==> src/rtl/sme_pkg.sv <==
// Shared types and constants of the stack machine execute unit.
package sme_pkg;

    localparam int WORD_BITS = 32;
    localparam int OP_BITS   = 5;
    localparam int ADDR_BITS = 16;
    localparam int INB_BITS  = 9;
    localparam int LIU_BITS  = 9;
    localparam int DEP_BITS  = 7;
    localparam int ERR_BITS  = 3;
    localparam int IN_TDATA_BITS  = 64;
    localparam int OUT_TDATA_BITS = 64;

    localparam logic [OP_BITS-1:0] OP_NOP  = 5'd0;
    localparam logic [OP_BITS-1:0] OP_LOAD = 5'd1;
    localparam logic [OP_BITS-1:0] OP_PUSH = 5'd2;
    localparam logic [OP_BITS-1:0] OP_STORE = 5'd3;
    localparam logic [OP_BITS-1:0] OP_DUP  = 5'd4;
    localparam logic [OP_BITS-1:0] OP_POP  = 5'd5;
    localparam logic [OP_BITS-1:0] OP_INC  = 5'd6;
    localparam logic [OP_BITS-1:0] OP_DEC  = 5'd7;
    localparam logic [OP_BITS-1:0] OP_ADD  = 5'd8;
    localparam logic [OP_BITS-1:0] OP_SUB  = 5'd9;
    localparam logic [OP_BITS-1:0] OP_MUL  = 5'd10;
    localparam logic [OP_BITS-1:0] OP_DIV  = 5'd11;
    localparam logic [OP_BITS-1:0] OP_REM  = 5'd12;
    localparam logic [OP_BITS-1:0] OP_AND  = 5'd13;
    localparam logic [OP_BITS-1:0] OP_OR   = 5'd14;
    localparam logic [OP_BITS-1:0] OP_XOR  = 5'd15;
    localparam logic [OP_BITS-1:0] OP_NOT  = 5'd16;
    localparam logic [OP_BITS-1:0] OP_NEG  = 5'd17;
    localparam logic [OP_BITS-1:0] OP_SHL  = 5'd18;
    localparam logic [OP_BITS-1:0] OP_SHR  = 5'd19;
    localparam logic [OP_BITS-1:0] OP_CMP  = 5'd20;
    localparam logic [OP_BITS-1:0] OP_JMP  = 5'd21;
    localparam logic [OP_BITS-1:0] OP_JE   = 5'd22;
    localparam logic [OP_BITS-1:0] OP_JNE  = 5'd23;
    localparam logic [OP_BITS-1:0] OP_JG   = 5'd24;
    localparam logic [OP_BITS-1:0] OP_JGE  = 5'd25;
    localparam logic [OP_BITS-1:0] OP_JL   = 5'd26;
    localparam logic [OP_BITS-1:0] OP_JLE  = 5'd27;
    localparam logic [OP_BITS-1:0] OP_IN   = 5'd28;
    localparam logic [OP_BITS-1:0] OP_OUT  = 5'd29;
    localparam logic [OP_BITS-1:0] OP_RET  = 5'd30;

    localparam logic [ERR_BITS-1:0] ERR_NONE   = 3'd0;
    localparam logic [ERR_BITS-1:0] ERR_UNDER  = 3'd1;
    localparam logic [ERR_BITS-1:0] ERR_OVER   = 3'd2;
    localparam logic [ERR_BITS-1:0] ERR_LOCAL  = 3'd3;
    localparam logic [ERR_BITS-1:0] ERR_DIVZ   = 3'd4;
    localparam logic [ERR_BITS-1:0] ERR_JUMP   = 3'd5;
    localparam logic [ERR_BITS-1:0] ERR_BADOP  = 3'd6;

    localparam logic [3:0] F_NE = 4'd1;
    localparam logic [3:0] F_EQ = 4'd2;
    localparam logic [3:0] F_GT = 4'd4;
    localparam logic [3:0] F_LT = 4'd8;

    localparam logic REG_LOCALS_IN_USE = 1'b0;
    localparam logic REG_CODE_SIZE     = 1'b1;

    typedef struct packed {
        logic capture;
        logic commit;
        logic div_start;
    } sme_cmd_t;

    typedef struct packed {
        logic div_need;
        logic div_done;
        logic out_busy;
    } sme_sts_t;

endpackage

==> src/rtl/sme_ctrl.sv <==
// Controller state machine sequencing capture, read, execute and divide.
module sme_ctrl
(
    input  logic              clk,
    input  logic              rst_n,
    input  logic              s_tvalid,
    output logic              s_tready,
    input  sme_pkg::sme_sts_t sts,
    output sme_pkg::sme_cmd_t cmd
);
    localparam logic [1:0] ST_IDLE = 2'd0;
    localparam logic [1:0] ST_READ = 2'd1;
    localparam logic [1:0] ST_EXEC = 2'd2;
    localparam logic [1:0] ST_DIV  = 2'd3;

    logic [1:0] state_reg;
    logic [1:0] state_next;

    always_comb
    begin
        state_next = state_reg;
        s_tready   = 1'b0;
        cmd        = '0;
        case (state_reg)
            ST_IDLE:
            begin
                s_tready = 1'b1;
                if (s_tvalid)
                begin
                    cmd.capture = 1'b1;
                    state_next  = ST_READ;
                end
            end
            ST_READ:
            begin
                state_next = ST_EXEC;
            end
            ST_EXEC:
            begin
                if (sts.div_need)
                begin
                    cmd.div_start = 1'b1;
                    state_next    = ST_DIV;
                end
                else if (!sts.out_busy)
                begin
                    cmd.commit = 1'b1;
                    state_next = ST_IDLE;
                end
            end
            ST_DIV:
            begin
                if (sts.div_done && !sts.out_busy)
                begin
                    cmd.commit = 1'b1;
                    state_next = ST_IDLE;
                end
            end
            default:
            begin
                state_next = ST_IDLE;
            end
        endcase
    end

    always_ff @(posedge clk or negedge rst_n)
    begin
        if (!rst_n)
        begin
            state_reg <= ST_IDLE;
        end
        else
        begin
            state_reg <= state_next;
        end
    end

endmodule

==> config.mk <==
export PLATFORM = sky130hd
export DESIGN_NAME = sme_ctrl
export DESIGN_NICKNAME = d
export VERILOG_FILES = /design/src/rtl/sme_pkg.sv /design/src/rtl/sme_ctrl.sv
export SDC_FILE = /design/constraint.sdc
export NUM_CORES = 1
export LEC_CHECK = 0
export BUFFER_PORTS_ARGS = -buffer_cell sky130_fd_sc_hd__buf_2
export CAP_MARGIN = 10
export CORE_AREA = 2 2 39 41
export DETAILED_ROUTE_END_ITERATION = 12
export DIE_AREA = 0 0 41 43
export GPL_TIMING_DRIVEN = 0
export PLACE_DENSITY = 0.34
export SYNTH_ARGS = -nofsm -noshare
export SYNTH_HDL_FRONTEND = slang
export SYNTH_SLANG_ARGS = --single-unit
export TNS_END_PERCENT = 1
==> constraint.sdc <==
create_clock -name clk -period 1 [get_ports clk]
set_input_delay 0.2 -clock clk [delete_from_list [all_inputs] [get_ports clk]]
set_output_delay 0.2 -clock clk [all_outputs]
set_load 0.01 [all_outputs]
==> results of run 1 <==
-- repair_timing --
action | in CTS | in global routing
setup endpoints to repair | 5 | 5
endpoints found under the hold margin | 2 | 0
hold buffers | 1 | 0
resized for setup | 5 | 2
pin swaps | 1 | 3
buffers inserted | 3 | 1
gates cloned | 0 | 0
-- final cells by class --
| type | instances | area share, % |
|---|---|---|
| Tap cell | 16 | 6.69 |
| Clock buffer | 3 | 7.53 |
| Multi-Input combinational cell | 12 | 32.2 |
| Sequential cell | 2 | 17.6 |
| Timing Repair Buffer | 14 | 36.0 |
-- per-layer routing --
layer	up-vias	routed length, µm
met5	-	0
met2	10	167
met3	0	58
met4	0	0
li1	85	-
met1	74	180
-- placed cells by master (no fill, tap or decap) --
| cell type | count |
|---|---|
| dfrtp_2 | 2 |
| nor2_1 | 1 |
| nand3b_1 | 1 |
| a31o_1 | 1 |
| or2_1 | 1 |
| buf_6 | 2 |
| a21oi_2 | 1 |
| buf_4 | 2 |
| dlygate4sd3_1 | 1 |
| nor3b_4 | 1 |
| nor2_4 | 1 |
| o21a_1 | 1 |
| o22a_2 | 1 |
| buf_12 | 1 |
| nand2b_1 | 1 |
| buf_2 | 8 |
| clkbuf_4 | 3 |
| nand2_1 | 2 |
-- cell families (layout without fill, tap and decap cells) --
group | count (synthesis) | count (layout) | share of synthesized area, %
and+or+nand+nor | 8 | 8 | 36.9
AOI/OAI and AO/OA | 4 | 4 | 24.3
DFF | 2 | 2 | 38.8
buffers and inverters | 0 | 17 | 0
-- critical path, cell delays in order, from the launching register on --
cell	delay, ns
dfrtp_2	0.42
or2_1	0.24
a21oi_2	0.12
buf_2	0.13
-- power by group through the flow --
stage / Combinational (W) / Clock (W) / Sequential (W)
after floorplan: 0.000145 / 0 / 0.000175
after global placement: 0.000216 / 0 / 0.000185
after detailed placement: 0.000220 / 0 / 0.000187
after CTS: 0.000428 / 0.000191 / 0.000179
after global routing: 0.000487 / 0.000200 / 0.000200
final: 0.000451 / 0.000176 / 0.000191
-- stage by stage --
step	area (µm²)	TNS (ns)	power, W
floorplan	133	-0.0233	0.000321
global placement	198	-0.140	0.000402
detailed placement	198	-0.192	0.000407
CTS	284	-1.30	0.000797
global route	299	-1.47	0.000887
finish	299	-1.19	0.000818
-- worst paths after layout --
check                              from      endpoint  slack [ns]
max                        state_reg[0]        cmd[1]       -0.33
min                               rst_n  state_reg[0]        0.29
max reg2reg                state_reg[0]  state_reg[0]       -0.11
min reg2reg                state_reg[0]  state_reg[1]        0.55
max in group asynchronous         rst_n  state_reg[1]        0.60
min in group clk                 sts[0]  state_reg[1]        0.34
==> impl_metrics.py, run 1 <==
metrics = {
    "critical_path": {
        "worst-path-max-fanout": 3,
        "cp.arrival_ns": 1.13,
        "cp-start-kind": "register",
        "cp.required_ns": 0.80,
        "rr_worst_depth": 3,
        "critPathKind": "register to output pin",
        "end_kind": "output pin",
    },
    "floorplanning": {
        "die-area_um2": 1760,
        "core_area_um2": 1380,
        "start_util_pct": 9.31,
        "rows": 14,
        "die_h_um": 43,
        "fp.dieW_um": 41,
        "boundaryPins": 10,
    },
    "run_status": {
        "outcome": "finished with violations",
        "violations": "negative setup slack",
    },
    "cts": {
        "clock_latency_ns": 0.22,
        "cts_tree": "yes",
        "htree_num_levels": 1,
        "clk_path_buf_depth": 2,
        "cts_root_buf": "clkbuf_4",
        "path_clk_slew_ns": 0.03,
        "clock-sinks": 2,
        "cts_buffers": 3,
    },
    "sta": {
        "tightest_slew_ns": 0.144,
        "fmax_ghz": 0.750,
        "fin_worst_skew_ns": 0.00218,
        "maxSlewViolCount": 0,
        "slew-limit-headroom_pct": 90.4,
        "finalCritPeriodShare_pct": 133,
        "min_period_ns": 1.33,
        "hold_violations": 0,
        "rsz0062_at_grt": "true",
        "setup_slack_ns": -0.333,
        "hold_slack_ns": 0.289,
        "setup_violations": 5,
    },
    "yosys": {
        "yosys.area.top_type_share_pct": 38.8,
        "synth.top_cells.by_area": "dfrtp_1 39%, nor3b_2 9.7%, o22a_2 7.8%, a31o_1 6.8%, nand2_1 5.8%",
        "synth_edf_count": 0,
        "netlist_instances": 14,
        "synth.distinct_cells": 11,
        "synth_common_cells": "2 x dfrtp_1, 2 x nand2_1, 2 x nor2_1",
        "synth-seq-area-share_pct": 38.8,
        "async_flop_share_pct": 100,
        "ys_warn_count": 0,
        "synth_flop_cell": "dfrtp_1",
        "synth_nets": 20,
        "syn_area_um2": 129,
        "avgSynthCellArea_um2": 9.21,
        "ys_ff_latch": 2,
        "yosysTopAreaCell": "dfrtp_1",
    },
    "cells_and_area": {
        "regArea_um2": 52.6,
        "diodes": 0,
        "fillers": 153,
        "fin_nets": 39,
        "largest_reg_flops": 2,
        "fin_util_pct": 21.6,
        "multi_input_area_um2": 96.3,
        "fin_cells": 47,
        "drive_gt1_share_pct": 71.0,
        "area_growth_pct": 132,
    },
    "grt": {
        "grtUsageMet1_pct": 6.39,
        "met2_usage_pct": 6.56,
        "track_usage_pct": 5.61,
        "grt-ovfl-total": 0,
        "first_global_vias": 167,
        "grt_pass1_wl_um": 621,
        "grt_use_met3_pct": 3.14,
        "grt_busiest_layer": "met2",
        "grt_max_degree": 7,
        "antenna_found_initial": 0,
    },
    "power": {
        "clockPowerShare_pct": 21.5,
        "comb_power_share_pct": 55.2,
        "p_switching_w": 0.000279,
        "p_int_w": 0.000539,
        "leakage_nw": 0.135,
        "p_seq_share_pct": 23.3,
        "power_density_nw_per_um2": 2730,
        "switching_share_pct": 34.1,
        "vdd_drop_max_mv": 0.865,
    },
    "place": {
        "place_hpwl_um": 293,
        "dp_cells": 39,
        "dp_slack_ns": -0.140,
        "io_buffers": 9,
        "place_congestion": 0.503,
    },
    "detailed_routing": {
        "vias": 169,
        "dr.pass1.iters": 4,
        "ant_nets": 0,
        "drc_errors": 0,
        "vias_per_cell": 3.60,
        "avgRoutedWirePerCell_um": 8.64,
        "drt-initial-drc-count": 1,
        "totalWireLength_um": 406,
    },
    "worst_hold_path": {
        "holdCritPathClass": "input port to asynchronous set/reset pin",
    },
    "run": {
        "maxCapViolations": 0,
    },
}
Note: power is estimated with default switching activity, not from simulation.
==> inputs of run 2 (changes only) <==
--- a/config.mk
+++ b/config.mk
@@ -5,13 +5,14 @@
 export SDC_FILE = /design/constraint.sdc
 export NUM_CORES = 1
 export LEC_CHECK = 0
+export ABC_AREA = 1
 export BUFFER_PORTS_ARGS = -buffer_cell sky130_fd_sc_hd__buf_2
 export CAP_MARGIN = 10
 export CORE_AREA = 2 2 39 41
 export DETAILED_ROUTE_END_ITERATION = 12
 export DIE_AREA = 0 0 41 43
 export GPL_TIMING_DRIVEN = 0
-export PLACE_DENSITY = 0.34
+export PLACE_DENSITY = 0.37
 export SYNTH_ARGS = -nofsm -noshare
 export SYNTH_HDL_FRONTEND = slang
 export SYNTH_SLANG_ARGS = --single-unit
==> run 2 against run 1 <==
- the flow still finishes with violations (negative setup slack)
- clock-buffer cell count unchanged
- synthesized cell count rose by 86%
- non-clock buffer count did not move
- largest cell class is now multi-input gates
- critical path type unchanged
==> impl_metrics.py, run 2 <==
metrics = {
    "run_status": {
        "outcome": "finished with violations",
        "violations": "negative setup slack",
    },
    "critical_path": {
        "crit_family": "flip-flops",
        "slowest_delay_ns": 0.39,
        "critPathKind": "register to output pin",
        "end_kind": "output pin",
        "path_cells": "buf_4 -> nor2_1 -> buf_2",
        "cp.arrival_ns": 1.05,
        "worst-path-max-fanout": 3,
        "cp-start-kind": "register",
        "cp.required_ns": 0.80,
        "path_buf_inv": 2,
        "cp_slowest_cell": "dfrtp_1",
    },
    "detailed_routing": {
        "drc_errors": 0,
        "drt-initial-drc-count": 3,
        "ant_nets": 0,
        "vias": 217,
        "avgRoutedWirePerCell_um": 8.03,
        "dr.pass1.iters": 4,
        "totalWireLength_um": 474,
        "vias_per_cell": 3.68,
    },
    "floorplanning": {
        "die-area_um2": 1760,
        "fp.dieW_um": 41,
        "boundaryPins": 10,
        "core_area_um2": 1380,
        "start_util_pct": 11.5,
        "rows": 14,
        "die_h_um": 43,
    },
    "grt": {
        "track_usage_pct": 6.72,
        "antenna_found_initial": 0,
        "grt_max_degree": 6,
        "grt_pass1_wl_um": 759,
        "first_global_vias": 208,
        "grt-ovfl-total": 0,
    },
    "sta": {
        "finalCritPeriodShare_pct": 125,
        "setup_slack_ns": -0.246,
        "fmax_ghz": 0.802,
        "setup_violations": 4,
        "hold_violations": 0,
        "maxSlewViolCount": 0,
        "fin_worst_skew_ns": 0.000446,
        "tightest_slew_ns": 0.167,
        "fin_tns_setup_ns": -0.947,
        "rsz0062_at_grt": "true",
        "slew-limit-headroom_pct": 88.8,
        "min_period_ns": 1.25,
    },
    "cells_and_area": {
        "final_cell_mix": "9 x buf_2, 8 x nand2_1, 4 x inv_1, 4 x buf_4",
        "drive_gt1_share_pct": 46.5,
        "fin_area_um2": 293,
        "fin_util_pct": 21.2,
        "layout_commonest_cell": "buf_2",
        "area_growth_pct": 84.3,
        "largest_reg_flops": 2,
        "fin_cells": 59,
        "diodes": 0,
        "fin_nets": 51,
    },
    "power": {
        "switching_share_pct": 40.3,
        "clockPowerShare_pct": 20.9,
        "leakage_nw": 0.169,
        "comb_power_share_pct": 56.4,
        "power_density_nw_per_um2": 2920,
        "p_switching_w": 0.000344,
        "vdd_drop_max_mv": 0.651,
        "p_int_w": 0.000511,
        "p_seq_share_pct": 22.8,
    },
    "yosys": {
        "synth.distinct_cells": 12,
        "synth.most_common_cell": "nand2_1",
        "avgSynthCellArea_um2": 6.11,
        "async_flop_share_pct": 100,
        "synth_nets": 32,
        "synth.top_cells.by_area": "dfrtp_1 31%, nand2_1 19%, inv_1 9.4%, nor2_1 7.1%, o21bai_2 7.1%",
        "synth_flop_cell": "dfrtp_1",
        "synth-seq-area-share_pct": 31.5,
        "syn_area_um2": 159,
        "netlist_instances": 26,
        "synth_common_cells": "8 x nand2_1, 4 x inv_1, 3 x nor2_1",
        "ys_ff_latch": 2,
        "ys_warn_count": 0,
        "synth_edf_count": 0,
        "yosys.area.top_type_share_pct": 31.5,
        "yosysTopAreaCell": "dfrtp_1",
    },
    "cts": {
        "cts_buffers": 3,
        "clock_latency_ns": 0.22,
        "clock-sinks": 2,
        "cts_root_buf": "clkbuf_4",
        "htree_num_levels": 1,
        "cts_tree": "yes",
        "path_clk_slew_ns": 0.03,
        "clk_path_buf_depth": 2,
    },
    "place": {
        "dp_cells": 51,
        "place_congestion": 0.708,
        "dp_slack_ns": -0.0894,
        "placed_area_um2": 224,
        "place_hpwl_um": 330,
        "io_buffers": 9,
    },
    "run": {
        "maxCapViolations": 0,
    },
    "worst_hold_path": {
        "holdCritPathClass": "input port to register",
    },
}
-- run 2: worst min-delay path, delay by kind of cell --
kind                   cells  cell delay [ns]
buffers and inverters      1             0.11
AND/OR/NAND/NOR            2             0.16
-- run 2: metrics by stage --
stage	hold WS (ns)	total power [W]
final	0.282	0.000855
after global routing	0.318	0.000932
after CTS	0.283	0.000800
after detailed placement	-0.0148	0.000513
after global placement	-0.0132	0.000516
after floorplan	-0.0956	0.000404
-- run 2: worst paths after layout --
check | start | end | slack (ns) | cells after the start
worst max-delay path | state_reg[1] | s_tready | -0.25 | 3
max in group asynchronous | rst_n | state_reg[0] | 0.59 | 2
worst min-delay path | sts[2] | state_reg[1] | 0.28 | 3
min in group asynchronous | rst_n | state_reg[0] | 0.30 | 2
worst max register to register | state_reg[1] | state_reg[0] | 0 | 5
worst min register to register | state_reg[1] | state_reg[1] | 0.68 | 3
-- run 2: cell type report --
type | count | area [µm²]
sequential | 2 | 51.3
timing repair buffer | 14 | 85.1
multi-input combinational | 19 | 95.1
clock buffer | 3 | 22.5
inverter | 5 | 18.8
tap | 16 | 20.0
fill | 159 | 1090
-- run 2: power by group through the flow --
stage / clock network, W / logic (W) / registers, W
after global placement: 0 / 0.000315 / 0.000201
after floorplan: 0 / 0.000223 / 0.000181
after CTS: 0.000191 / 0.000409 / 0.000200
final: 0.000178 / 0.000482 / 0.000195
after detailed placement: 0 / 0.000315 / 0.000198
after global routing: 0.000196 / 0.000538 / 0.000198
-- run 2: repair_timing --
item,CTS,global route
hold buffers,1,0
endpoints found under the hold margin,2,0
setup buffers,2,2
endpoints found under the setup margin,4,5
pin swaps,1,2
resized for setup,4,0
-- run 2: cells by family after synthesis --
family          count (synthesis)  synth area share, %
compound gates                  4                 16.5
buf+inv                         5                 11.8
flops                           2                 31.5
simple gates                   15                 40.2
-- run 2: routing by layer --
layer | global-route usage [%] | vias up | wire length, µm
met4 | 8.00 | 0 | 0
met1 | 8.65 | 93 | 217
met2 | 8.75 | 7 | 226
li1 | - | 117 | -
met5 | 0 | - | 0
met3 | 0 | 0 | 31
